### src/hw/rtl/rsnp_pkg.sv
`timescale 1ns / 1ps
// rsnp_pkg: shared types, widths and codes for the ray/sphere nearest pick block
// no dependencies
package rsnp_pkg;

	localparam int MAX_OBJECTS_DEF = 256;

	localparam int COORD_W   = 32;
	localparam int DIR_W     = 18;
	localparam int RAD_CFG_W = 31;
	localparam int IDX_OUT_W = 8;
	localparam int CFG_IDX_W = 3;
	localparam int CFG_DAT_W = 32;

	localparam int V_W    = COORD_W + 1;   // o - c
	localparam int B_W    = 53;            // d.v, |b| < 2^51
	localparam int MB_W   = 52;            // |b|
	localparam int HALF_W = 26;            // split of |b| for squaring
	localparam int OPD_W  = 35;            // shared multiplier operand
	localparam int PRD_W  = 2 * OPD_W;
	localparam int ACC_W  = 106;           // delta in units of 2^-64
	localparam int SQ_RAD_W  = 104;
	localparam int SQ_ROOT_W = 52;
	localparam int SQ_REM_W  = SQ_ROOT_W + 2;
	localparam int SQ_CNT_W  = 6;
	localparam int T_W    = 55;            // -b - sqrt, units of 2^-32
	localparam int FRAC_W = 16;

	// register indexes of the configuration port
	localparam logic [CFG_IDX_W-1:0] REG_ORIGIN_X = 3'd0;
	localparam logic [CFG_IDX_W-1:0] REG_ORIGIN_Y = 3'd1;
	localparam logic [CFG_IDX_W-1:0] REG_ORIGIN_Z = 3'd2;
	localparam logic [CFG_IDX_W-1:0] REG_DIR_X    = 3'd3;
	localparam logic [CFG_IDX_W-1:0] REG_DIR_Y    = 3'd4;
	localparam logic [CFG_IDX_W-1:0] REG_DIR_Z    = 3'd5;
	localparam logic [CFG_IDX_W-1:0] REG_RADIUS   = 3'd6;

	localparam logic signed [DIR_W-1:0]  DIR_Z_RST  = 18'sd65536;
	localparam logic [RAD_CFG_W-1:0]     RADIUS_RST = 31'd65536;

	// multiply sequence, one product issued per step
	localparam int OP_W = 4;
	localparam logic [OP_W-1:0] OP_BX  = 4'd0;
	localparam logic [OP_W-1:0] OP_BY  = 4'd1;
	localparam logic [OP_W-1:0] OP_BZ  = 4'd2;
	localparam logic [OP_W-1:0] OP_RR  = 4'd3;
	localparam logic [OP_W-1:0] OP_VX2 = 4'd4;
	localparam logic [OP_W-1:0] OP_VY2 = 4'd5;
	localparam logic [OP_W-1:0] OP_VZ2 = 4'd6;
	localparam logic [OP_W-1:0] OP_BHH = 4'd7;
	localparam logic [OP_W-1:0] OP_BHL = 4'd8;
	localparam logic [OP_W-1:0] OP_BLL = 4'd9;
	localparam logic [OP_W-1:0] OP_END = 4'd10;

	typedef enum logic [2:0] {
		S_IDLE,
		S_MUL,
		S_CHECK,
		S_SQRT,
		S_DIST,
		S_UPD,
		S_EMIT
	} state_t;

	typedef struct packed {
		logic signed [COORD_W-1:0] origin_x;
		logic signed [COORD_W-1:0] origin_y;
		logic signed [COORD_W-1:0] origin_z;
		logic signed [DIR_W-1:0]   dir_x;
		logic signed [DIR_W-1:0]   dir_y;
		logic signed [DIR_W-1:0]   dir_z;
		logic [RAD_CFG_W-1:0]      radius;
	} ray_cfg_t;

	typedef struct packed {
		logic busy;
		logic done;
	} sqrt_stat_t;

endpackage

### src/hw/rtl/rsnp_mul.sv
`timescale 1ns / 1ps
// rsnp_mul: shared signed multiplier with a registered product
// depends on rsnp_pkg
module rsnp_mul (
	input  logic                                clk,
	input  logic signed [rsnp_pkg::OPD_W-1:0]   opa,
	input  logic signed [rsnp_pkg::OPD_W-1:0]   opb,
	output logic signed [rsnp_pkg::PRD_W-1:0]   prod_s1
);
	import rsnp_pkg::*;

	always_ff @(posedge clk) begin
		prod_s1 <= PRD_W'(opa) * PRD_W'(opb);
	end

endmodule

### config.mk
export PLATFORM = sky130hd
export DESIGN_NAME = rsnp_mul
export DESIGN_NICKNAME = d
export VERILOG_FILES = /design/src/hw/rtl/rsnp_pkg.sv /design/src/hw/rtl/rsnp_mul.sv
export SDC_FILE = /design/constraint.sdc
export NUM_CORES = 2
export LEC_CHECK = 0
export BUFFER_PORTS_ARGS = -buffer_cell sky130_fd_sc_hd__buf_4
export CORE_UTILIZATION = 51
export CTS_BUF_LIST = sky130_fd_sc_hd__clkbuf_16
export CTS_CLUSTER_SIZE = 10
export DETAILED_ROUTE_END_ITERATION = 10
export PLACE_DENSITY = 0.74
export SYNTH_ARGS = -nofsm -noshare
export SYNTH_HDL_FRONTEND = slang
export SYNTH_SLANG_ARGS = --single-unit
### constraint.sdc
create_clock -name clk -period 19.73 [get_ports clk]
set_input_delay 3.946 -clock clk [delete_from_list [all_inputs] [get_ports clk]]
set_output_delay 3.946 -clock clk [all_outputs]
set_load 0.05 [all_outputs]
==> key figures <==
Floorplanning
  • Chip height: 299 um
  • Die extent in x: 299 um
  • Row cnt: 108
  • Die ar.: 0.0891 mm2
  • Initial Util: 51.6%
  • Core box area: 0.0869 mm2
  • I/O Pins: 141

Logic synthesis
  • Largest family of logic cells by synthesized area: adder cells
  • Avg Cell Area, Syn: 9.60 um2
  • Dominant cells by area after synthesis: fa_1, inv_1, and2_1
  • Async SR Flop Fraction: 0%
  • Number of flops mapped to enable cells by yosys: 0
  • Top FF cell, synth: dfxtp_1
  • Flop and latch count out of synthesis: 70
  • Synth Area in Simple Gates: 15.6%
  • Leading area contributor after synthesis: fa_1
  • Syn. warnings: 0
  • Mux share of post-synthesis cell area: 0%
  • Post-synthesis sequential area ratio: 3.13%
  • Synthesized instance count: 4671
  • Synth top area share: 58.5%
  • Compound-Gate Fraction of Synth Area: 3.35%
  • Cell area after synthesis: 0.0448 mm2
  • Syn nets: 6260
  • Synth Area in XOR/XNOR: 1.54%
  • Distinct cells, synth: 71
  • Commonest cells in the netlist: fa_1, inv_1, and2_1
  • Cell with the most instances after synthesis: fa_1
  • Post-Synth Adder-Cell Area: 64.3%

Routing
  • Drt pass-1 iters: 5
  • DRT Wirelength: 114000 um
  • DR WL/cell: 20.0 um
  • Remaining DRCs: 0
  • Antenna Nets Post-Route: 0
  • Via density: 5.38
  • DR vias: 30800
  • DRT iter0 DRCs: 1570

Job
  • Max Cap Violations: 0

Setup path
  • Worst setup SP type: input port
  • Worst Path Arrival: 12.49 ns
  • Crit-path max cell delay: 0.99 ns
  • WP data required: 19.97 ns
  • CP most frequent cell: fa_1
  • CP Capture Type: register
  • Slowest CP cell: fa_1
  • Worst path depth: 26
  • Top Family by Delay on Critical Path: adder cells
  • CP Class: in -> reg
  • Worst-path fanout max: 35
  • Buffers & Inverters on Critical Path: 6

STA
  • Tmin final: 12.25 ns
  • Slew @ Worst Pin: 0.738 ns
  • Setup tns final: 0 ns
  • Fin. Hold Viols: 0
  • Fin. max-slew vios: 0
  • Slew margin rel.: 50.8%
  • Final setup vio count: 0
  • F_max: 0.0816 GHz
  • RSZ-0062 raised after global routing: false
  • Period utilization: 62.1%

Layout
  • Area growth syn-to-layout: 4.03%
  • Max reg flops: 70
  • Fill cells: 7713
  • Top Registers: prod_s1 (70)
  • Layout cell share with drive strength beyond 1: 3.95%
  • Biggest register: prod_s1
  • Net count, final: 6162

Clocking
  • Clk root buf: clkbuf_16
  • H-tree levels: 3
  • CTS tree: yes
  • PostCTS Resize Cnt: 0
  • CTS Hold Buffers Added: 0
  • Post-CTS setup buffer count: 0
  • Clock slew at reported path FFs: 0.06 ns
  • Clock net sink count: 70
  • Clock buffer count from CTS: 9
  • Clock Path Buffers: 2

Run status
  • Status: finished clean

Placement
  • IO buf count: 140
  • Dpl hpwl: 94600 um
  • Gpl congestion: 0.914

Global routing
  • Initial antenna violation count: 3
  • Total track usage: 27.1%
  • Largest net degree at the start of global routing: 36
  • First-pass GRT wire length: 187000 um
  • Number of global-route vias before repair: 34900
  • Overflow after GRT: 0

Min path
  • Hold WC Path Type: in -> reg
  • WHS Path Cells: 2
-- layout make-up --
type / count / area [um2] / share of cell area, %
Sequential cell: 70 / 1400 / 3.00
Multi-Input combinational cell: 3191 / 38000 / 81.5
Antenna cell: 2 / 5.00 / 0.0107
Tap cell: 1155 / 1450 / 3.10
Clock inverter: 7 / 114 / 0.244
Inverter: 1159 / 4350 / 9.33
Timing Repair Buffer: 142 / 1070 / 2.29
Clock buffer: 9 / 225 / 0.483
-- stage by stage --
stage          utilization (%)  setup slack (ns)  area [um2]  std cells  hold WS (ns)
2_1_floorplan                -              7.80       44800       4671          4.07
3_5_place_dp              53.3              7.14       46300       5717          4.40
4_1_cts                   53.7              7.48       46600       5733          4.05
5_1_grt                   53.7              6.98       46600       5735          4.06
3_3_place_gp              53.3              7.30       46300       5717          4.40
6_report                  53.7              7.48       46600       5735          4.06
-- final timing paths --
check | from | end | slack (ns)
min | opb[0] | prod_s1[0] | 4.06
max | opa[34] | prod_s1[68] | 7.48
-- cells by family after synthesis --
| group | count (synthesis) |
|---|---|
| DFF | 70 |
| and+or+nand+nor | 1365 |
| adders and majority gates | 1518 |
| xor gates and xnor gates | 79 |
| buffers and inverters | 1410 |
| AOI/OAI and AO/OA | 229 |
-- placed cells by master (no fill, tap or decap), types with 7 or more instances in the layout --
cell type and count:
fa_1 1310, inv_1 1159, and2_1 667, nand2_1 569, ha_1 207, buf_4 142, a21oi_1 75, dfxtp_1 70
xnor2_1 54, nor2_1 52, a21o_1 38, o21ai_0 32, xor2_1 25, nand4_1 16, nand2b_1 15, o21ai_1 13
o21bai_1 12, and3_1 11, o21a_1 9, clkbuf_16 9, a31oi_1 8, nand3_1 7
-- metal layers --
metal	vias up	GRT usage, %	routed length [um]
li1	13000	-	-
met1	16300	32.6	41100
met2	1136	48.1	60400
met3	347	3.29	6440
met4	2	13.3	6570
met5	-	0	13
Power is left out: the tool's default activity adds up to more than one toggle a clock period on the data nets, which glitch-free logic cannot reach.
