--- src/hw/rtl/rsnp_pkg.sv ---
`timescale 1ns / 1ps
// rsnp_pkg: shared types, widths and codes for the ray/sphere nearest pick block
// no dependencies
package rsnp_pkg;

	localparam int MAX_OBJECTS_DEF = 256;

	localparam int COORD_W   = 32;
	localparam int DIR_W     = 18;
	localparam int RAD_CFG_W = 31;
	localparam int IDX_OUT_W = 8;
	localparam int CFG_IDX_W = 3;
	localparam int CFG_DAT_W = 32;

	localparam int V_W    = COORD_W + 1;   // o - c
	localparam int B_W    = 53;            // d.v, |b| < 2^51
	localparam int MB_W   = 52;            // |b|
	localparam int HALF_W = 26;            // split of |b| for squaring
	localparam int OPD_W  = 35;            // shared multiplier operand
	localparam int PRD_W  = 2 * OPD_W;
	localparam int ACC_W  = 106;           // delta in units of 2^-64
	localparam int SQ_RAD_W  = 104;
	localparam int SQ_ROOT_W = 52;
	localparam int SQ_REM_W  = SQ_ROOT_W + 2;
	localparam int SQ_CNT_W  = 6;
	localparam int T_W    = 55;            // -b - sqrt, units of 2^-32
	localparam int FRAC_W = 16;

	// register indexes of the configuration port
	localparam logic [CFG_IDX_W-1:0] REG_ORIGIN_X = 3'd0;
	localparam logic [CFG_IDX_W-1:0] REG_ORIGIN_Y = 3'd1;
	localparam logic [CFG_IDX_W-1:0] REG_ORIGIN_Z = 3'd2;
	localparam logic [CFG_IDX_W-1:0] REG_DIR_X    = 3'd3;
	localparam logic [CFG_IDX_W-1:0] REG_DIR_Y    = 3'd4;
	localparam logic [CFG_IDX_W-1:0] REG_DIR_Z    = 3'd5;
	localparam logic [CFG_IDX_W-1:0] REG_RADIUS   = 3'd6;

	localparam logic signed [DIR_W-1:0]  DIR_Z_RST  = 18'sd65536;
	localparam logic [RAD_CFG_W-1:0]     RADIUS_RST = 31'd65536;

	// multiply sequence, one product issued per step
	localparam int OP_W = 4;
	localparam logic [OP_W-1:0] OP_BX  = 4'd0;
	localparam logic [OP_W-1:0] OP_BY  = 4'd1;
	localparam logic [OP_W-1:0] OP_BZ  = 4'd2;
	localparam logic [OP_W-1:0] OP_RR  = 4'd3;
	localparam logic [OP_W-1:0] OP_VX2 = 4'd4;
	localparam logic [OP_W-1:0] OP_VY2 = 4'd5;
	localparam logic [OP_W-1:0] OP_VZ2 = 4'd6;
	localparam logic [OP_W-1:0] OP_BHH = 4'd7;
	localparam logic [OP_W-1:0] OP_BHL = 4'd8;
	localparam logic [OP_W-1:0] OP_BLL = 4'd9;
	localparam logic [OP_W-1:0] OP_END = 4'd10;

	typedef enum logic [2:0] {
		S_IDLE,
		S_MUL,
		S_CHECK,
		S_SQRT,
		S_DIST,
		S_UPD,
		S_EMIT
	} state_t;

	typedef struct packed {
		logic signed [COORD_W-1:0] origin_x;
		logic signed [COORD_W-1:0] origin_y;
		logic signed [COORD_W-1:0] origin_z;
		logic signed [DIR_W-1:0]   dir_x;
		logic signed [DIR_W-1:0]   dir_y;
		logic signed [DIR_W-1:0]   dir_z;
		logic [RAD_CFG_W-1:0]      radius;
	} ray_cfg_t;

	typedef struct packed {
		logic busy;
		logic done;
	} sqrt_stat_t;

endpackage

--- src/hw/rtl/rsnp_cfg.sv ---
`timescale 1ns / 1ps
// rsnp_cfg: ray origin, direction and radius registers behind the write port
// depends on rsnp_pkg
module rsnp_cfg (
	input  logic                           clk,
	input  logic                           arst_n,
	input  logic                           cfg_we,
	input  logic [rsnp_pkg::CFG_IDX_W-1:0] cfg_index,
	input  logic [rsnp_pkg::CFG_DAT_W-1:0] cfg_wdata,
	output rsnp_pkg::ray_cfg_t             ray
);
	import rsnp_pkg::*;

	ray_cfg_t ray_q;

	always_ff @(posedge clk or negedge arst_n) begin
		if (!arst_n) begin
			ray_q.origin_x <= '0;
			ray_q.origin_y <= '0;
			ray_q.origin_z <= '0;
			ray_q.dir_x    <= '0;
			ray_q.dir_y    <= '0;
			ray_q.dir_z    <= DIR_Z_RST;
			ray_q.radius   <= RADIUS_RST;
		end else if (cfg_we) begin
			case (cfg_index)
				REG_ORIGIN_X: ray_q.origin_x <= $signed(cfg_wdata[COORD_W-1:0]);
				REG_ORIGIN_Y: ray_q.origin_y <= $signed(cfg_wdata[COORD_W-1:0]);
				REG_ORIGIN_Z: ray_q.origin_z <= $signed(cfg_wdata[COORD_W-1:0]);
				REG_DIR_X:    ray_q.dir_x    <= $signed(cfg_wdata[DIR_W-1:0]);
				REG_DIR_Y:    ray_q.dir_y    <= $signed(cfg_wdata[DIR_W-1:0]);
				REG_DIR_Z:    ray_q.dir_z    <= $signed(cfg_wdata[DIR_W-1:0]);
				REG_RADIUS:   ray_q.radius   <= cfg_wdata[RAD_CFG_W-1:0];
				default: begin
					// unmapped index, write ignored
				end
			endcase
		end
	end

	assign ray = ray_q;

endmodule

--- config.mk ---
export PLATFORM = sky130hd
export DESIGN_NAME = rsnp_cfg
export DESIGN_NICKNAME = d
export VERILOG_FILES = /design/src/hw/rtl/rsnp_pkg.sv /design/src/hw/rtl/rsnp_cfg.sv
export SDC_FILE = /design/constraint.sdc
export NUM_CORES = 1
export LEC_CHECK = 0
export ABC_AREA = 1
export ABC_CLOCK_PERIOD_IN_PS = 800
export BUFFER_PORTS_ARGS = -buffer_cell sky130_fd_sc_hd__buf_2
export CORE_MARGIN = 3
export CORE_UTILIZATION = 51
export CTS_CLUSTER_SIZE = 10
export DETAILED_ROUTE_END_ITERATION = 12
export PLACE_DENSITY = 0.78
export SLEW_MARGIN = 20
export SYNTH_ARGS = -nofsm -noshare
export SYNTH_HDL_FRONTEND = slang
export SYNTH_SLANG_ARGS = --single-unit
--- constraint.sdc ---
create_clock -name clk -period 0.8 [get_ports clk]
set_input_delay 0.16 -clock clk [delete_from_list [all_inputs] [get_ports clk]]
set_output_delay 0.16 -clock clk [all_outputs]
set_load 0.05 [all_outputs]
==> impl_metrics.yaml, run 1 <==
cells_and_area:
  layout_common_cells: "410 x nand2_1, 184 x buf_6, 114 x nand3_1"
  multi_input_area_um2: 2440
  nets: 1148
  syn_to_final_growth_pct: 61.9
  n_fill_cell: 638
  final_layout_size_suffix_gt1_frac: 0.428
  final-seq-area_um2: 4630
  num_antenna_cells: 0
  largest_reg_flops: 181
  utilization: 0.854
  layout_commonest_cell: "nand2_1"
pwr:
  p_int_mw: 21.6
  power_frac_clock: 0.243
  combPwrFrac: 0.409
  swShare: 0.402
  seqPwrFrac: 0.348
  peakVddDrop_mv: 1.65
  power_density_nw_per_um2: 3160
  p_leak_nw: 6.04
  switchingPower_mw: 14.5
detailed_routing:
  dr.pass1.iters: 6
  drc: 0
  drt_iter0_drc: 820
  avgViaCountPerCell: 5.67
  vias: 7364
  detail-route-antenna-nets: 0
  wl_per_cell_um: 21.4
  routed_wl_mm: 27.8
global_routing:
  grt_antenna_before_repair: 0
  grt_start_max_net_pins: 43
  grt_pass1_vias: 7097
  grt_overflow: 0
  grt_pass1_wl_mm: 39.0
  grt_use_total: 0.340
logic_synthesis:
  synth_area_leaders: "dfrtp_1 63%, nand2_1 23%, nand3_1 8.1%, buf_2 2.5%, dfstp_2 0.74%"
  synth_nets: 830
  syn_inst: 792
  synth_cell_types: 13
  synth-simple-area-share: 0.325
  yosys.area.top_type: "dfrtp_1"
  synthAdderAreaFrac: 0
  synthXorXnorAreaFrac: 0
  synth_area_um2: 7070
  synth.avg_cell_area_um2: 8.92
  synth_top_area_share: 0.634
  synth-seq-cells: 181
  muxShareOfSynthArea: 0
  yosysWarningCount: 0
  yosysSeqAreaShare: 0.641
  synth_top_family_by_area: "simple AND/OR/NAND/NOR gates"
  synth_compound_area_frac: 0
hold_path:
  hold_class: "in2reg"
  worstHoldStart: "cfg_wdata[24]"
placement:
  io_buffers: 218
  pre_cts_ws_ns: -0.396
  dp_hpwl_mm: 14.2
  gp_congestion: 0.808
worst_setup_path:
  reg2reg_depth: 4
  endpoint: "ray[47]"
  worstPathCellList: "buf_8"
  crit_fanout: 2
  worst-path-stages: 1
  crit_slowest_cell: "dfstp_2"
  startpoint: "ray[47]$_DFFE_PN1P_"
  crit_path_start_kind: "flip-flop"
  r2r_slack_ns: -0.09
  endpoint_kind: "output port"
  critPathBufInv: 1
  slowest_delay_ns: 0.56
  timing.rr.end: "ray[61]$_DFFE_PN0P_"
  worstPathArrival_ns: 1.13
  r2r-start: "ray[61]$_DFFE_PN0P_"
  cp_top_family: "flip-flops"
  critical_path_class: "reg2out"
  cp.required_ns: 0.64
cts:
  clock_sinks: 181
  clk_pin_slew_ns: 0.07
  cts_buffers: 17
  tritoncts: "built"
  htree_levels: 4
  cts_root_buffer: "clkbuf_16"
  cts_buffer_depth: 2
  clk_latency_ns: 0.43
flow_run:
  cap_violations: 0
timing:
  rsz0062_at_grt: "yes"
  max_freq_mhz: 773
  final.setup_skew_ns: 0
  worst_pin_slew_ns: 0.307
  fin_ws_ns: -0.493
  maxSlewViolCount: 0
  min_period_ns: 1.29
  hold_viol: 0
  period_share: 1.62
  setup_tns_ns: -65.51
  slew_headroom: 0.795
  setup_viol: 199
run_status:
  violations: "setup timing"
  status: "finished with violations"
floorplan:
  die_w_um: 124
  die_h_um: 124
  start_util: 0.527
  coreArea_um2: 13400
  row_count: 42
  ios: 219
  die-area_um2: 15300
-- power by group through the flow --
| stage | clock, mW | combinational, mW | sequential [mW] |
|---|---|---|---|
| after floorplan | 0 | 1.64 | 18.2 |
| after global placement | 0 | 10.6 | 12.1 |
| after detailed placement | 0 | 10.8 | 12.1 |
| after CTS | 8.68 | 13.6 | 12.4 |
| after global routing | 9.17 | 15.4 | 12.7 |
| final | 8.80 | 14.8 | 12.6 |
-- cell families (layout without fill, tap and decap cells) --
group                  count (synthesis)  in the layout
buffers and inverters                 49            380
AND/OR/NAND/NOR                      562            562
flip-flops                           181            181
-- cell type report --
class,count,share of cell area
clock inverters,8,0.0106
multi-input cells,562,0.213
flip-flops and latches,181,0.405
inverters,6,0.00306
well taps,176,0.0192
repair buffers,342,0.306
clock buffers,24,0.0430
-- layer usage --
| layer | share of wire | global-route usage | up-vias |
|---|---|---|---|
| li1 | - | - | 3110 |
| met1 | 0.34 | 0.397 | 3569 |
| met2 | 0.50 | 0.574 | 529 |
| met3 | 0.093 | 0.0958 | 156 |
| met4 | 0.067 | 0.169 | 0 |
| met5 | 0 | 0 | - |
-- what timing repair did --
item / CTS / global route
hold endpoints to repair: 192 / 0
setup endpoints to repair: 181 / 201
setup buffers: 36 / 41
hold buffers: 13 / 0
gates resized for setup: 369 / 49
pin swaps: 0 / 8
cloned: 0 / 0
-- cells in the mapped netlist --
library cell  instances
buf_2                35
nor2_1                1
buf_4                 3
nand2_1             437
nor2_4                4
inv_1                 3
dfrtp_1             179
dfstp_2               2
clkbuf_1              5
nand3_1             114
nor2_2                2
inv_2                 3
nand2_2               4
-- through the flow --
stage	std cells	hold WS, ns	cell area [µm²]	total power, mW
3_3_place_gp	1179	0.0511	8810	22.8
3_5_place_dp	1179	0.0529	8810	23.0
2_1_floorplan	792	-0.136	7290	19.8
4_1_cts	1260	0.000743	11000	34.7
6_report	1299	0.00951	11400	36.2
5_1_grt	1299	0.0249	11400	37.3
-- how the worst min path moves through the flow --
stage | end | slack (ns) | cells after the start
CTS | ray[30]$_DFFE_PN0P_ | 0.0007 | 3
finish | ray[24]$_DFFE_PN0P_ | 0.01 | 3
global route | ray[24]$_DFFE_PN0P_ | 0.02 | 3
floorplan | ray[0]$_DFFE_PN0P_ | -0.14 | 0
detailed placement | ray[79]$_DFFE_PN0P_ | 0.05 | 1
global placement | ray[83]$_DFFE_PN0P_ | 0.05 | 1
No activity file was read; power rests on OpenSTA's default activity.
==> run 2, diff against run 1 <==
--- a/config.mk
+++ b/config.mk
@@ -10,9 +10,10 @@
 export BUFFER_PORTS_ARGS = -buffer_cell sky130_fd_sc_hd__buf_2
 export CORE_MARGIN = 3
 export CORE_UTILIZATION = 51
-export CTS_CLUSTER_SIZE = 10
+export CTS_CLUSTER_SIZE = 16
 export DETAILED_ROUTE_END_ITERATION = 12
 export PLACE_DENSITY = 0.78
+export SETUP_SLACK_MARGIN = 0.1
 export SLEW_MARGIN = 20
 export SYNTH_ARGS = -nofsm -noshare
 export SYNTH_HDL_FRONTEND = slang
==> run 2 against run 1 <==
The flow still finishes with violations (setup timing); final cell count down 1.8%; largest power group unchanged; largest cell class unchanged; power down 1.4%; highest routed layer unchanged; fmax up 0.29%.
==> impl_metrics.yaml, run 2 (synthesized netlist as in run 1, its figures left out) <==
worst_setup_path:
  cp.required_ns: 0.64
  r2r_slack_ns: -0.09
  r2r-start: "ray[36]$_DFFE_PN0P_"
  endpoint_kind: "output port"
  worstPathArrival_ns: 1.13
  critPathBufInv: 1
  cp_top_family: "flip-flops"
  timing.rr.end: "ray[36]$_DFFE_PN0P_"
  crit_fanout: 2
  reg2reg_depth: 4
  crit_slowest_cell: "dfstp_2"
  critical_path_class: "reg2out"
  slowest_delay_ns: 0.55
  crit_path_start_kind: "flip-flop"
  worstPathCellList: "buf_8"
  startpoint: "ray[16]$_DFFE_PN1P_"
timing:
  max_freq_mhz: 775
  rsz0062_at_grt: "yes"
  hold_viol: 0
  final.setup_skew_ns: 0
  fin_ws_ns: -0.490
  period_share: 1.61
  slew_headroom: 0.826
  maxSlewViolCount: 0
  setup_viol: 186
  min_period_ns: 1.29
  worst_pin_slew_ns: 0.260
cts:
  clk_latency_ns: 0.44
  cts_buffers: 17
  cts_root_buffer: "clkbuf_16"
  cts_buffer_depth: 2
  htree_levels: 4
  tritoncts: "built"
  clock_sinks: 181
  clk_pin_slew_ns: 0.06
detailed_routing:
  drc: 0
  drt_iter0_drc: 946
  routed_wl_mm: 29.3
  vias: 7458
  dr.pass1.iters: 6
  detail-route-antenna-nets: 0
  wl_per_cell_um: 23.0
  avgViaCountPerCell: 5.84
global_routing:
  grt_overflow: 0
  met1_usage: 0.418
  grt_use_met2: 0.533
  gr-usage-met3: 0.0895
  grt_use_total: 0.333
  grt_start_max_net_pins: 50
  busiest_layer: "met2"
  grt_pass1_vias: 7131
  grt_pass1_wl_mm: 38.4
  grt_antenna_before_repair: 0
floorplan:
  die_w_um: 124
  ios: 219
  die_h_um: 124
  start_util: 0.527
  row_count: 42
  coreArea_um2: 13400
  die-area_um2: 15300
placement:
  pre_cts_ws_ns: -0.432
  gp_congestion: 0.828
  dp.cells: 1186
  postPlaceCellArea_um2: 9030
  dp_hpwl_mm: 14.5
  io_buffers: 218
pwr:
  p_total_mw: 35.7
  peakVddDrop_mv: 1.76
  p_leak_nw: 5.91
  power_density_nw_per_um2: 3030
cells_and_area:
  layout_commonest_cell: "nand2_1"
  layout_common_cells: "388 x nand2_1, 220 x buf_6, 171 x dfrtp_2"
  syn_to_final_growth_pct: 66.4
  finalInstanceArea_um2: 11800
  instances_no_fill: 1276
  nets: 1125
  num_antenna_cells: 0
  utilization: 0.878
  largest_reg_flops: 181
  final_layout_size_suffix_gt1_frac: 0.516
run_status:
  status: "finished with violations"
  violations: "setup timing"
flow_run:
  cap_violations: 0
hold_path:
  hold_class: "in2reg"
  min_path_cells: 3
  worstHoldStart: "cfg_wdata[22]"
  hold_end: "ray[22]$_DFFE_PN0P_"
## run 2: cell count changes in the layout (fill, tap and decap cells not counted), sizes merged
cell          delta
clkinv           -1
clkinvlp         +2
buf             -28
dlymetal6s4s     +1
clkbuf           +4
bufinv           -1
## run 2: worst reg2reg max path, cell delays in order, from the launching register on
cell     delay (ns)
dfrtp_2        0.42
buf_6          0.12
buf_6          0.11
nand2_2        0.06
nand2_1        0.07
## run 2: where the power goes
group	internal [mW]	leakage (nW)	total [mW]	switching, mW
combinational	5.11	3.58	14.5	9.42
clock	4.68	0.264	8.29	3.61
sequential	11.2	2.06	12.9	1.67
total	21.0	5.91	35.7	14.7
## run 2: worst max-delay path by stage
stage	endpoint	slack, ns	cells past startpoint
final	ray[16]	-0.49	1
after global routing	ray[16]	-0.52	1
after CTS	ray[47]	-0.50	1
after detailed placement	ray[6]$_DFFE_PN0P_	-0.43	7
after global placement	ray[6]$_DFFE_PN0P_	-0.39	7
after floorplan	ray[156]$_DFFE_PN0P_	-0.10	6
## run 2: what timing repair did
item | 4_1_cts | 5_1_grt
resized for setup | 379 | 111
hold buffers | 14 | 0
cloned | 0 | 7
setup buffers | 14 | 25
setup endpoints to repair | 269 | 346
pin swaps | 3 | 33
endpoints found under the hold margin | 198 | 0
## run 2: routing by layer
metal | up-vias | routed length [µm]
li1 | 3074 | -
met1 | 3589 | 9750
met2 | 630 | 14600
met3 | 165 | 3200
met4 | 0 | 1740
met5 | - | 0
## run 2: through the flow
step	setup TNS, ns	hold WS [ns]
after CTS	-66.99	0.00171
after detailed placement	-64.88	0.00245
after floorplan	-9.53	-0.136
after global routing	-71.39	0.0380
after global placement	-58.95	0.00255
final	-67.77	0.0226
## run 2: cell type report
cell class / instances / area, µm²
Multi-Input combinational cell: 562 / 2530
Sequential cell: 181 / 4750
Inverter: 6 / 62.6
Fill cell: 592 / 1640
Tap cell: 176 / 220
Clock inverter: 8 / 101
Timing Repair Buffer: 319 / 3640
Clock buffer: 24 / 462
