==> config.mk <==
export PLATFORM = sky130hd
export DESIGN_NAME = rsnp_sqrt
export DESIGN_NICKNAME = d
export VERILOG_FILES = /design/src/hw/rtl/rsnp_pkg.sv /design/src/hw/rtl/rsnp_sqrt.sv
export SDC_FILE = /design/constraint.sdc
export NUM_CORES = 1
export LEC_CHECK = 0
export ABC_CLOCK_PERIOD_IN_PS = 4000
export BUFFER_PORTS_ARGS = -buffer_cell sky130_fd_sc_hd__buf_4
export CAP_MARGIN = 40
export CORE_AREA = 2 2 162 164
export DETAILED_ROUTE_END_ITERATION = 10
export DIE_AREA = 0 0 164 166
export PLACE_DENSITY = 0.78
export SYNTH_ARGS = -nofsm -noshare
export SYNTH_HDL_FRONTEND = slang
export SYNTH_SLANG_ARGS = --single-unit
==> constraint.sdc <==
create_clock -name clk -period 4 [get_ports clk]
set_clock_uncertainty 0.2 [all_clocks]
set_input_delay 0.4 -clock clk [delete_from_list [all_inputs] [get_ports clk]]
set_output_delay 0.4 -clock clk [all_outputs]
set_load 0.1 [all_outputs]
==> src/hw/rtl/rsnp_pkg.sv <==
`timescale 1ns / 1ps
// rsnp_pkg: shared types, widths and codes for the ray/sphere nearest pick block
// no dependencies
package rsnp_pkg;

	localparam int MAX_OBJECTS_DEF = 256;

	localparam int COORD_W   = 32;
	localparam int DIR_W     = 18;
	localparam int RAD_CFG_W = 31;
	localparam int IDX_OUT_W = 8;
	localparam int CFG_IDX_W = 3;
	localparam int CFG_DAT_W = 32;

	localparam int V_W    = COORD_W + 1;   // o - c
	localparam int B_W    = 53;            // d.v, |b| < 2^51
	localparam int MB_W   = 52;            // |b|
	localparam int HALF_W = 26;            // split of |b| for squaring
	localparam int OPD_W  = 35;            // shared multiplier operand
	localparam int PRD_W  = 2 * OPD_W;
	localparam int ACC_W  = 106;           // delta in units of 2^-64
	localparam int SQ_RAD_W  = 104;
	localparam int SQ_ROOT_W = 52;
	localparam int SQ_REM_W  = SQ_ROOT_W + 2;
	localparam int SQ_CNT_W  = 6;
	localparam int T_W    = 55;            // -b - sqrt, units of 2^-32
	localparam int FRAC_W = 16;

	// register indexes of the configuration port
	localparam logic [CFG_IDX_W-1:0] REG_ORIGIN_X = 3'd0;
	localparam logic [CFG_IDX_W-1:0] REG_ORIGIN_Y = 3'd1;
	localparam logic [CFG_IDX_W-1:0] REG_ORIGIN_Z = 3'd2;
	localparam logic [CFG_IDX_W-1:0] REG_DIR_X    = 3'd3;
	localparam logic [CFG_IDX_W-1:0] REG_DIR_Y    = 3'd4;
	localparam logic [CFG_IDX_W-1:0] REG_DIR_Z    = 3'd5;
	localparam logic [CFG_IDX_W-1:0] REG_RADIUS   = 3'd6;

	localparam logic signed [DIR_W-1:0]  DIR_Z_RST  = 18'sd65536;
	localparam logic [RAD_CFG_W-1:0]     RADIUS_RST = 31'd65536;

	// multiply sequence, one product issued per step
	localparam int OP_W = 4;
	localparam logic [OP_W-1:0] OP_BX  = 4'd0;
	localparam logic [OP_W-1:0] OP_BY  = 4'd1;
	localparam logic [OP_W-1:0] OP_BZ  = 4'd2;
	localparam logic [OP_W-1:0] OP_RR  = 4'd3;
	localparam logic [OP_W-1:0] OP_VX2 = 4'd4;
	localparam logic [OP_W-1:0] OP_VY2 = 4'd5;
	localparam logic [OP_W-1:0] OP_VZ2 = 4'd6;
	localparam logic [OP_W-1:0] OP_BHH = 4'd7;
	localparam logic [OP_W-1:0] OP_BHL = 4'd8;
	localparam logic [OP_W-1:0] OP_BLL = 4'd9;
	localparam logic [OP_W-1:0] OP_END = 4'd10;

	typedef enum logic [2:0] {
		S_IDLE,
		S_MUL,
		S_CHECK,
		S_SQRT,
		S_DIST,
		S_UPD,
		S_EMIT
	} state_t;

	typedef struct packed {
		logic signed [COORD_W-1:0] origin_x;
		logic signed [COORD_W-1:0] origin_y;
		logic signed [COORD_W-1:0] origin_z;
		logic signed [DIR_W-1:0]   dir_x;
		logic signed [DIR_W-1:0]   dir_y;
		logic signed [DIR_W-1:0]   dir_z;
		logic [RAD_CFG_W-1:0]      radius;
	} ray_cfg_t;

	typedef struct packed {
		logic busy;
		logic done;
	} sqrt_stat_t;

endpackage

==> src/hw/rtl/rsnp_sqrt.sv <==
`timescale 1ns / 1ps
// rsnp_sqrt: floor square root, one root bit per cycle (restoring, digit by digit)
// depends on rsnp_pkg
module rsnp_sqrt (
	input  logic                             clk,
	input  logic                             arst_n,
	input  logic                             start,
	input  logic [rsnp_pkg::SQ_RAD_W-1:0]    radicand,
	output logic [rsnp_pkg::SQ_ROOT_W-1:0]   root,
	output rsnp_pkg::sqrt_stat_t             stat
);
	import rsnp_pkg::*;

	logic [SQ_RAD_W-1:0]  rad_q;
	logic [SQ_REM_W-1:0]  rem_q;
	logic [SQ_ROOT_W-1:0] root_q;
	logic [SQ_CNT_W-1:0]  cnt_q;
	logic                 busy_q;
	logic                 done_q;

	logic [SQ_REM_W-1:0]  rem_sh;
	logic [SQ_REM_W-1:0]  trial;
	logic                 take;

	// bring down the next two radicand bits and try root*4+1
	assign rem_sh = {rem_q[SQ_REM_W-3:0], rad_q[SQ_RAD_W-1 -: 2]};
	assign trial  = {root_q, 2'b01};
	assign take   = (rem_sh >= trial);

	always_ff @(posedge clk or negedge arst_n) begin
		if (!arst_n) begin
			busy_q <= 1'b0;
			done_q <= 1'b0;
			cnt_q  <= '0;
		end else begin
			// one cycle pulse after the last root bit
			done_q <= !start && busy_q && (cnt_q == '0);
			if (start) begin
				busy_q <= 1'b1;
				cnt_q  <= SQ_CNT_W'(SQ_ROOT_W - 1);
			end else if (busy_q) begin
				cnt_q <= cnt_q - 1'b1;
				if (cnt_q == '0) begin
					busy_q <= 1'b0;
				end
			end
		end
	end

	always_ff @(posedge clk) begin
		if (start) begin
			rad_q  <= radicand;
			rem_q  <= '0;
			root_q <= '0;
		end else if (busy_q) begin
			rad_q  <= {rad_q[SQ_RAD_W-3:0], 2'b00};
			rem_q  <= take ? (rem_sh - trial) : rem_sh;
			root_q <= {root_q[SQ_ROOT_W-2:0], take};
		end
	end

	assign root      = root_q;
	assign stat.busy = busy_q;
	assign stat.done = done_q;

endmodule

==> impl_metrics.env, run 1 <==
export IMPL_path_class="reg2reg"
export IMPL_start_kind="flip-flop"
export IMPL_r2r_cells=11
export IMPL_synth_cell_types=79
export IMPL_critPathTopFamily="simple AND/OR/NAND/NOR gates"
export IMPL_n_antenna_cell=0
export IMPL_overflow=0
export IMPL_cts_root_buffer="clkbuf_16"
export IMPL_maxCapViolations=0
export IMPL_grt_usage_pct=23.7
export IMPL_status="finished clean"
export IMPL_viasPerCell=5.72
export IMPL_fin_util_pct=61.7
export IMPL_synth_edf_count=104
export IMPL_p_per_area_nw_per_um2=665
export IMPL_drive_gt1_share_pct=21.6
export IMPL_setup_tns_ps=0
export IMPL_synthCells=1290
export IMPL_die_h_um=166
export IMPL_post_route_min_period_ps=3660
export IMPL_routed_wl_um=32800
export IMPL_core_area_um2=25600
export IMPL_worst_ep_arrival_time_ps=3890
export IMPL_final_common_cell="buf_4"
export IMPL_path_buf_inv=2
export IMPL_max_stage_delay_ps=600
export IMPL_finalHoldViolations=0
export IMPL_netlist_area_um2=12500
export IMPL_async_flop_share_pct=3.70
export IMPL_tightest_slew_ps=793
export IMPL_remaining_drc_errors=0
export IMPL_r2r_start="root[42]"
export IMPL_vias=10700
export IMPL_dr_pass1_iters=6
export IMPL_r2r_slack_ps=340
export IMPL_grt_max_degree=157
export IMPL_grt_setup_unrepaired="false"
export IMPL_cts_htree_levels=1
export IMPL_clockPowerShare_pct=21.8
export IMPL_finalNetCount=1675
export IMPL_wire_per_inst_um=17.6
export IMPL_hpwl_um=21100
export IMPL_critPathSlowestCell="or4_1"
export IMPL_yosysWarnings=0
export IMPL_port_buffers=160
export IMPL_post_cts_repair_setup_buffers=0
export IMPL_nFillCells=2016
export IMPL_insertion_delay_ps=530
export IMPL_peakVddDrop_mv=0.491
export IMPL_ant_nets=0
export IMPL_intPower_mw=6.21
export IMPL_syn_area_per_cell_um2=9.70
export IMPL_ys_ff_latch=216
export IMPL_synth_flop_cell="edfxtp_1"
export IMPL_p_seq_share_pct=26.9
export IMPL_routabilityCongestion=0.918
export IMPL_area_delta_synth_final_pct=26.2
export IMPL_cp_max_fo=20
export IMPL_grt_pass1_wl_um=53200
export IMPL_die_x_um=164
export IMPL_hold_ws_ps=28.5
export IMPL_p_leak_nw=6.86
export IMPL_setup_violations=0
export IMPL_dieArea_um2=27200
export IMPL_hold_class="in2async"
export IMPL_cts_buffers=24
export IMPL_p_sw_share_pct=40.9
export IMPL_fmax_mhz=273
export IMPL_syn_nets=1453
export IMPL_cts_tree="done"
export IMPL_initial_core_util_pct=48.8
export IMPL_path_depth=11
export IMPL_ioPinCount=161
export IMPL_ys_seq_area_share_pct=43.2
export IMPL_drtIter0Drc=774
export IMPL_p_sw_mw=4.30
export IMPL_clk_pin_slew_ps=60
export IMPL_fp_row_count=59
export IMPL_pwr_share_comb_pct=51.3
export IMPL_final_cell_mix="buf_4, nor2_1, nand2_1"
export IMPL_required_ps=4230
export IMPL_cts_sinks=216
export IMPL_cp_common_cell="nand2_1"
export IMPL_crit_chain="inv_1 > ha_1 > nand2_1 > or4_1 > or2_1 > o32a_2 > and4_4 > nor2_8 > buf_4 > nand2_1 > a311oi_1"
export IMPL_relSlewSlack_pct=47.1
export IMPL_slew_viol_final=0
export IMPL_cts_max_path_buffers=3
export IMPL_grt_pass1_vias=10400
export IMPL_antenna_found_initial=1
export IMPL_r2r_end="rem_q[8]"
export IMPL_end_kind="flip-flop"
export IMPL_post_route_period_util_pct=91.5
[Yosys cell counts (5+ instances only)]
| cell type | number | area [um2] |
|---|---|---|
| a211oi_1 | 11 | 82.6 |
| a21o_1 | 22 | 165 |
| a21oi_1 | 77 | 385 |
| a221o_1 | 6 | 60.1 |
| a311oi_1 | 35 | 307 |
| a31oi_1 | 12 | 75.1 |
| and2_1 | 7 | 43.8 |
| and3_1 | 10 | 62.6 |
| buf_1 | 5 | 18.8 |
| buf_2 | 15 | 75.1 |
| buf_4 | 5 | 37.5 |
| clkbuf_1 | 57 | 214 |
| dfrtp_1 | 8 | 200 |
| dfxtp_1 | 104 | 2080 |
| edfxtp_1 | 104 | 3120 |
| ha_1 | 56 | 701 |
| inv_1 | 75 | 282 |
| mux2_2 | 102 | 1150 |
| mux2i_1 | 55 | 551 |
| nand2_1 | 114 | 428 |
| nand2b_1 | 13 | 81.3 |
| nand3_1 | 19 | 95.1 |
| nand4_1 | 22 | 138 |
| nor2_1 | 141 | 529 |
| nor2b_1 | 7 | 43.8 |
| nor3_1 | 16 | 80.1 |
| o211ai_1 | 9 | 67.6 |
| o21a_1 | 10 | 75.1 |
| o21ai_0 | 25 | 125 |
| o21ai_1 | 9 | 45.0 |
| o21bai_1 | 21 | 158 |
| or3_1 | 7 | 43.8 |
| xnor2_1 | 27 | 236 |
| xor2_1 | 12 | 105 |
[registers in the layout, summed over array words and instances, names as in the netlist]
name	count
done_q	1
rad_q	104
rem_q	52
root	52
cnt_q	6
busy_q	1
[how the worst max path moves through the flow]
stage                     startpoint        end  slack [ps]
final                       root[42]   rem_q[8]         340
after global routing        root[35]  rem_q[25]         120
after CTS                   root[35]  rem_q[25]         210
after detailed placement    root[35]  rem_q[22]         270
after global placement      root[32]   rem_q[2]         430
after floorplan             root[30]  rem_q[49]         200
[cell type report]
cell class                 instances  area, um2  area share [%]
multi-input combinational        915       6470            41.0
sequential                       216       5410            34.2
timing repair buffer             280       2390            15.1
clock buffer                      34        688            4.36
tap                              335        419            2.65
inverter                          75        284            1.80
clock inverter                    10        131           0.832
[layer usage]
| metal | track usage (%) | vias to the layer above | wire length, um |
|---|---|---|---|
| met5 | 0 | - | 13 |
| met1 | 31.3 | 5079 | 14200 |
| met3 | 4.72 | 68 | 2230 |
| met4 | 6.75 | 2 | 878 |
| met2 | 39.5 | 389 | 15500 |
| li1 | - | 5136 | - |
[power groups by stage]
| stage | sequential, mW | clock (mW) | combinational (mW) |
|---|---|---|---|
| after floorplan | 2.84 | 0 | 4.02 |
| after global placement | 2.85 | 0 | 5.06 |
| after detailed placement | 2.85 | 0 | 5.16 |
| after CTS | 2.81 | 2.31 | 5.27 |
| after global routing | 2.85 | 2.41 | 5.92 |
| final | 2.82 | 2.29 | 5.39 |
[per-stage QoR]
step	area (um2)	setup WS, ps	std cells	total power [mW]
2_1_floorplan	12500	205	1290	6.85
3_3_place_gp	13900	433	1718	7.91
3_5_place_dp	13900	270	1718	8.01
4_1_cts	15800	212	1865	10.4
5_1_grt	15800	125	1865	11.2
6_report	15800	340	1865	10.5
[kinds of logic after synthesis]
kind of cell / Yosys count / synth area share (%)
AOI/OAI and AO/OA: 288 / 16.1
xor gates and xnor gates: 39 / 2.73
adders and majority gates: 56 / 5.60
buffers and inverters: 159 / 5.19
DFF: 216 / 43.2
muxes: 157 / 13.6
and+or+nand+nor: 375 / 13.6
[timing repair]
action	CTS	global route
gates resized for setup	0	2
hold endpoints to repair	110	0
hold buffers	103	0
setup endpoints to repair	0	19
(Power assumes the default switching activity.)
==> run 2: changes to the inputs <==
--- a/config.mk
+++ b/config.mk
@@ -8,10 +8,10 @@
 export ABC_CLOCK_PERIOD_IN_PS = 4000
 export BUFFER_PORTS_ARGS = -buffer_cell sky130_fd_sc_hd__buf_4
 export CAP_MARGIN = 40
-export CORE_AREA = 2 2 162 164
+export CORE_AREA = 2 2 154 156
 export DETAILED_ROUTE_END_ITERATION = 10
-export DIE_AREA = 0 0 164 166
-export PLACE_DENSITY = 0.78
+export DIE_AREA = 0 0 156 158
+export PLACE_DENSITY = 0.84
 export SYNTH_ARGS = -nofsm -noshare
 export SYNTH_HDL_FRONTEND = slang
 export SYNTH_SLANG_ARGS = --single-unit
==> impl_metrics.env, run 2 (synthesis gave the netlist of run 1 again) <==
export IMPL_cts_root_buffer="clkbuf_16"
export IMPL_cts_sinks=216
export IMPL_vias=10800
export IMPL_die_x_um=156
export IMPL_totalPowerFinal_mw=10.8
export IMPL_ioPinCount=161
export IMPL_ant_nets=0
export IMPL_end_kind="flip-flop"
export IMPL_cts_htree_levels=1
export IMPL_hpwl_um=22000
export IMPL_grt_pass1_vias=10700
export IMPL_die_h_um=158
export IMPL_cp_max_fo=18
export IMPL_required_ps=4220
export IMPL_tightest_slew_ps=874
export IMPL_cts_buffers=25
export IMPL_final_cell_mix="buf_4, nor2_1, nand2_1"
export IMPL_cts_hold_fix_buffers=94
export IMPL_cts_resized=0
export IMPL_start_kind="flip-flop"
export IMPL_post_route_min_period_ps=3720
export IMPL_area_delta_synth_final_pct=25.7
export IMPL_remaining_drc_errors=0
export IMPL_fmax_mhz=269
export IMPL_drive_gt1_share_pct=21.8
export IMPL_dieArea_um2=24600
export IMPL_setup_violations=0
export IMPL_grt_usage_pct=27.8
export IMPL_relSlewSlack_pct=41.7
export IMPL_fp_row_count=56
export IMPL_cts_tree="done"
export IMPL_crit_chain="inv_1 > ha_1 > a21oi_1 > o21ai_1 > a22o_1 > o211ai_1 > a31oi_4 > o21ai_2 > buf_4 > nand2_1 > a311oi_1"
export IMPL_wire_per_inst_um=19.2
export IMPL_min_delay_start="radicand[49]"
export IMPL_status="finished clean"
export IMPL_routed_wl_um=34900
export IMPL_max_stage_delay_ps=460
export IMPL_grt_setup_unrepaired="false"
export IMPL_dr_pass1_iters=5
export IMPL_startpoint="root[35]"
export IMPL_slew_viol_final=0
export IMPL_grt_pass1_wl_um=55200
export IMPL_routabilityCongestion=0.928
export IMPL_overflow=0
export IMPL_initial_core_util_pct=54.3
export IMPL_maxCapViolations=0
export IMPL_grt_max_degree=116
export IMPL_cts_max_path_buffers=3
export IMPL_peakVddDrop_mv=0.476
export IMPL_r2r_start="root[35]"
export IMPL_antenna_found_initial=0
export IMPL_finalNetCount=1670
export IMPL_hold_class="in2reg"
export IMPL_drtIter0Drc=874
export IMPL_p_leak_nw=6.88
export IMPL_setup_ws_ps=276
export IMPL_n_antenna_cell=0
export IMPL_worst_ep_arrival_time_ps=3940
export IMPL_core_area_um2=23100
export IMPL_p_per_area_nw_per_um2=687
export IMPL_insertion_delay_ps=540
export IMPL_viasPerCell=5.93
export IMPL_setup_tns_ps=0
export IMPL_post_route_period_util_pct=93.1
export IMPL_regMostFlops="rad_q"
export IMPL_critPathSlowestCell="o21ai_2"
export IMPL_final_common_cell="buf_4"
export IMPL_largest_reg_flops=104
export IMPL_finalHoldViolations=0
export IMPL_clk_pin_slew_ps=60
export IMPL_dp_worst_setup_slack_ps=383
export IMPL_port_buffers=160
export IMPL_path_class="reg2reg"
export IMPL_post_cts_repair_setup_buffers=0
run 2: routing by layer:
metal / track usage, % / routed length [um] / vias up
met4: 8.17 / 873 / 0
met3: 5.86 / 2770 / 67
met1: 35.7 / 14500 / 5089
met5: 0 / 0 / -
met2: 47.5 / 16800 / 486
li1: - / - / 5127
run 2: worst max-delay path: cells and delay by family, from the launching register on:
kind	cells	cell delay, ps
fa+ha+maj	1	430
compound gates	7	2100
buf+inv	2	390
simple gates	1	90
flops	1	370
run 2: per-stage QoR:
step | area, um2 | hold WS (ps) | utilization (%) | cells
floorplan | 12500 | -95.6 | - | 1290
global placement | 13900 | 24.6 | 60.2 | 1675
detailed placement | 13900 | 28.5 | 60.2 | 1675
CTS | 15700 | 0.0349 | 68.2 | 1814
global route | 15700 | 6.81 | 68.2 | 1815
finish | 15700 | 11.3 | 68.2 | 1815
run 2: path summary, 6_finish.rpt:
| kind | end | slack [ps] | cells after the start |
|---|---|---|---|
| worst max register to register | rem_q[15] | 280 | 11 |
| min in group asynchronous | cnt_q[1] | 120 | 2 |
| worst min register to register | rem_q[21] | 280 | 2 |
| max in group asynchronous | busy_q | 3320 | 2 |
| worst max-delay path | rem_q[15] | 280 | 11 |
| worst min-delay path | rad_q[49] | 10 | 2 |
run 2: area by class of cell:
type	instances	area, um2
fillers	1697	7320
multi-input cells	915	6460
flip-flops and latches	216	5410
repair buffers	274	2320
clock buffers	36	738
well taps	290	363
inverters	75	284
clock inverters	9	154
run 2: power breakdown:
part	internal [mW]	switching [mW]
clock	1.54	0.969
sequential	2.63	0.198
combinational	2.27	3.19
total	6.44	4.36
==> run 3: changes to the inputs <==
--- a/config.mk
+++ b/config.mk
@@ -5,13 +5,15 @@
 export SDC_FILE = /design/constraint.sdc
 export NUM_CORES = 1
 export LEC_CHECK = 0
+export ABC_AREA = 1
 export ABC_CLOCK_PERIOD_IN_PS = 4000
 export BUFFER_PORTS_ARGS = -buffer_cell sky130_fd_sc_hd__buf_4
 export CAP_MARGIN = 40
-export CORE_AREA = 2 2 154 156
+export CORE_AREA = 2 2 160 162
 export DETAILED_ROUTE_END_ITERATION = 10
-export DIE_AREA = 0 0 156 158
-export PLACE_DENSITY = 0.84
+export DIE_AREA = 0 0 162 164
+export PLACE_DENSITY = 0.83
+export SKIP_LAST_GASP = 1
 export SYNTH_ARGS = -nofsm -noshare
 export SYNTH_HDL_FRONTEND = slang
 export SYNTH_SLANG_ARGS = --single-unit
==> impl_metrics.env, run 3 <==
export IMPL_core_area_um2=24800
export IMPL_required_ps=4230
export IMPL_grt_pass1_vias=13500
export IMPL_regMostFlops="rad_q"
export IMPL_setup_tns_ps=0
export IMPL_relSlewSlack_pct=47.8
export IMPL_dr_pass1_iters=6
export IMPL_p_sw_share_pct=48.1
export IMPL_synth_edf_count=104
export IMPL_finalNonFillerCells=2608
export IMPL_worst_ep_arrival_time_ps=3160
export IMPL_routabilityCongestion=0.979
export IMPL_grt_usage_pct=32.8
export IMPL_slew_viol_final=0
export IMPL_insertion_delay_ps=550
export IMPL_nFillCells=2010
export IMPL_cts_htree_levels=1
export IMPL_dp_cells=2460
export IMPL_pwr_share_comb_pct=57.4
export IMPL_maxCapViolations=0
export IMPL_tightest_slew_ps=784
export IMPL_die_x_um=162
export IMPL_cts_max_path_buffers=3
export IMPL_cts_sinks=216
export IMPL_ys_ff_latch=216
export IMPL_syn_area_per_cell_um2=6.66
export IMPL_port_buffers=160
export IMPL_clockPowerShare_pct=18.7
export IMPL_r2r_start="root[1]"
export IMPL_post_route_period_util_pct=73.0
export IMPL_path_class="reg2reg"
export IMPL_startpoint="root[1]"
export IMPL_p_sw_mw=5.88
export IMPL_post_route_min_period_ps=2920
export IMPL_grt_max_degree=157
export IMPL_die_h_um=164
export IMPL_totalPowerFinal_mw=12.2
export IMPL_drive_gt1_share_pct=10.6
export IMPL_clk_pin_slew_ps=70
export IMPL_ioPinCount=161
export IMPL_intPower_mw=6.35
export IMPL_yosysMostFrequentCell="nand2_1"
export IMPL_synth_area_top_cells="nand2_1, edfxtp_1, dfxtp_1, inv_1, ha_1"
export IMPL_dieArea_um2=26600
export IMPL_final_common_cell="nand2_1"
export IMPL_antenna_found_initial=1
export IMPL_initial_core_util_pct=54.2
export IMPL_ant_nets=0
export IMPL_viasPerCell=5.29
export IMPL_netlist_area_um2=13400
export IMPL_cp_max_fo=26
export IMPL_yosysWarnings=0
export IMPL_overflow=0
export IMPL_synth_top_area_share_pct=26.4
export IMPL_finalHoldViolations=0
export IMPL_synth_commonest_cells="nand2_1, inv_1, dfxtp_1, edfxtp_1, nand3_1"
export IMPL_cts_tree="done"
export IMPL_p_per_area_nw_per_um2=727
export IMPL_fp_row_count=58
export IMPL_remaining_drc_errors=0
export IMPL_wire_per_inst_um=16.9
export IMPL_hpwl_um=27700
export IMPL_p_seq_share_pct=23.8
export IMPL_ys_seq_area_share_pct=40.2
export IMPL_synthCells=2019
export IMPL_synth_cell_types=41
export IMPL_grt_setup_unrepaired="false"
export IMPL_synth_flop_cell="edfxtp_1"
export IMPL_final_cell_mix="nand2_1, inv_1, buf_4"
export IMPL_largest_reg_flops=104
export IMPL_async_flop_share_pct=3.70
export IMPL_fmax_mhz=342
export IMPL_yosysTopAreaCell="nand2_1"
export IMPL_p_leak_nw=8.94
export IMPL_drtIter0Drc=1245
export IMPL_cts_buffers=23
export IMPL_grt_pass1_wl_um=69600
export IMPL_area_delta_synth_final_pct=25.1
export IMPL_peakVddDrop_mv=0.509
export IMPL_status="finished clean"
export IMPL_start_kind="flip-flop"
export IMPL_routed_wl_um=44000
export IMPL_cts_root_buffer="clkbuf_16"
export IMPL_hold_class="in2async"
export IMPL_finalNetCount=2423
export IMPL_vias=13800
export IMPL_syn_nets=2182
export IMPL_end_kind="flip-flop"
export IMPL_setup_violations=0
run 3: cell count changes after synthesis, sizes merged, moves of 37 or more:
cell and change:
nand2 +835, o22ai +49, mux2i -55, inv +256
nor2 -47, mux2 -102, a21oi -37, nand3 +77
run 3: what timing repair did:
item / CTS / global route
hold endpoints to repair: 112 / 0
setup buffers: 0 / 0
hold buffers: 105 / 0
gates resized for setup: 0 / 0
run 3: metal layers:
layer,track usage [%],up-vias,part of all wire (%)
met5,0,-,0
met1,40.1,6287,41
met4,11.8,0,4.0
li1,-,6749,-
met2,58.4,647,48
met3,5.66,124,7.4
run 3: area by class of cell:
cell class / count / area, um2 / area share [%]
multi-input cells: 1408 / 6540 / 38.9
flip-flops and latches: 216 / 5410 / 32.1
repair buffers: 277 / 2410 / 14.3
inverters: 334 / 1260 / 7.48
clock buffers: 30 / 642 / 3.82
well taps: 330 / 413 / 2.45
clock inverters: 12 / 151 / 0.900
diodes: 1 / 2.50 / 0.0149
run 3: cells by family (layout without fill, tap and decap cells):
group	after synthesis	count (layout)	synth area share, %
compound gates	110	110	4.78
xor+xnor	25	25	1.63
fa+ha+maj	56	56	5.21
buf+inv	395	653	11.2
flops	216	216	40.2
other cells	0	1	0
simple gates	1217	1217	36.9
run 3: worst max-delay path: stages (launching register included):
cell,delay [ps]
dfxtp_1,350
inv_1,90
ha_1,390
or2_1,250
and2_4,170
nand2_1,50
nand2_1,80
nand2_1,90
nand3b_2,130
nand2_4,100
nand3_4,310
nand2_4,340
nand2_1,90
nand2_1,90
nand2_1,60
run 3: worst paths after layout:
path	endpoint	slack, ps	cells after the start
worst max register to register	rem_q[47]	1080	14
worst min-delay path	busy_q	50	2
min in group clk	cnt_q[4]	270	3
worst max-delay path	rem_q[47]	1080	14
max in group asynchronous	cnt_q[0]	3410	2
worst min register to register	rem_q[16]	270	2
run 3: power by group through the flow:
stage	clock, mW	combinational (mW)	sequential, mW
floorplan	0	5.01	2.94
global placement	0	6.71	2.92
detailed placement	0	6.80	2.93
CTS	2.27	6.93	2.89
global route	2.37	7.93	2.94
finish	2.29	7.02	2.92
run 3: metrics by stage:
step	hold slack (ps)	utilization (%)	instance area, um2	worst slack, ps
floorplan	-95.6	-	13400	868
global placement	22.9	60.1	14900	1150
detailed placement	26.1	60.3	15000	1100
CTS	40.2	67.8	16800	1080
global route	44.4	67.8	16800	827
finish	46.1	67.8	16800	1080
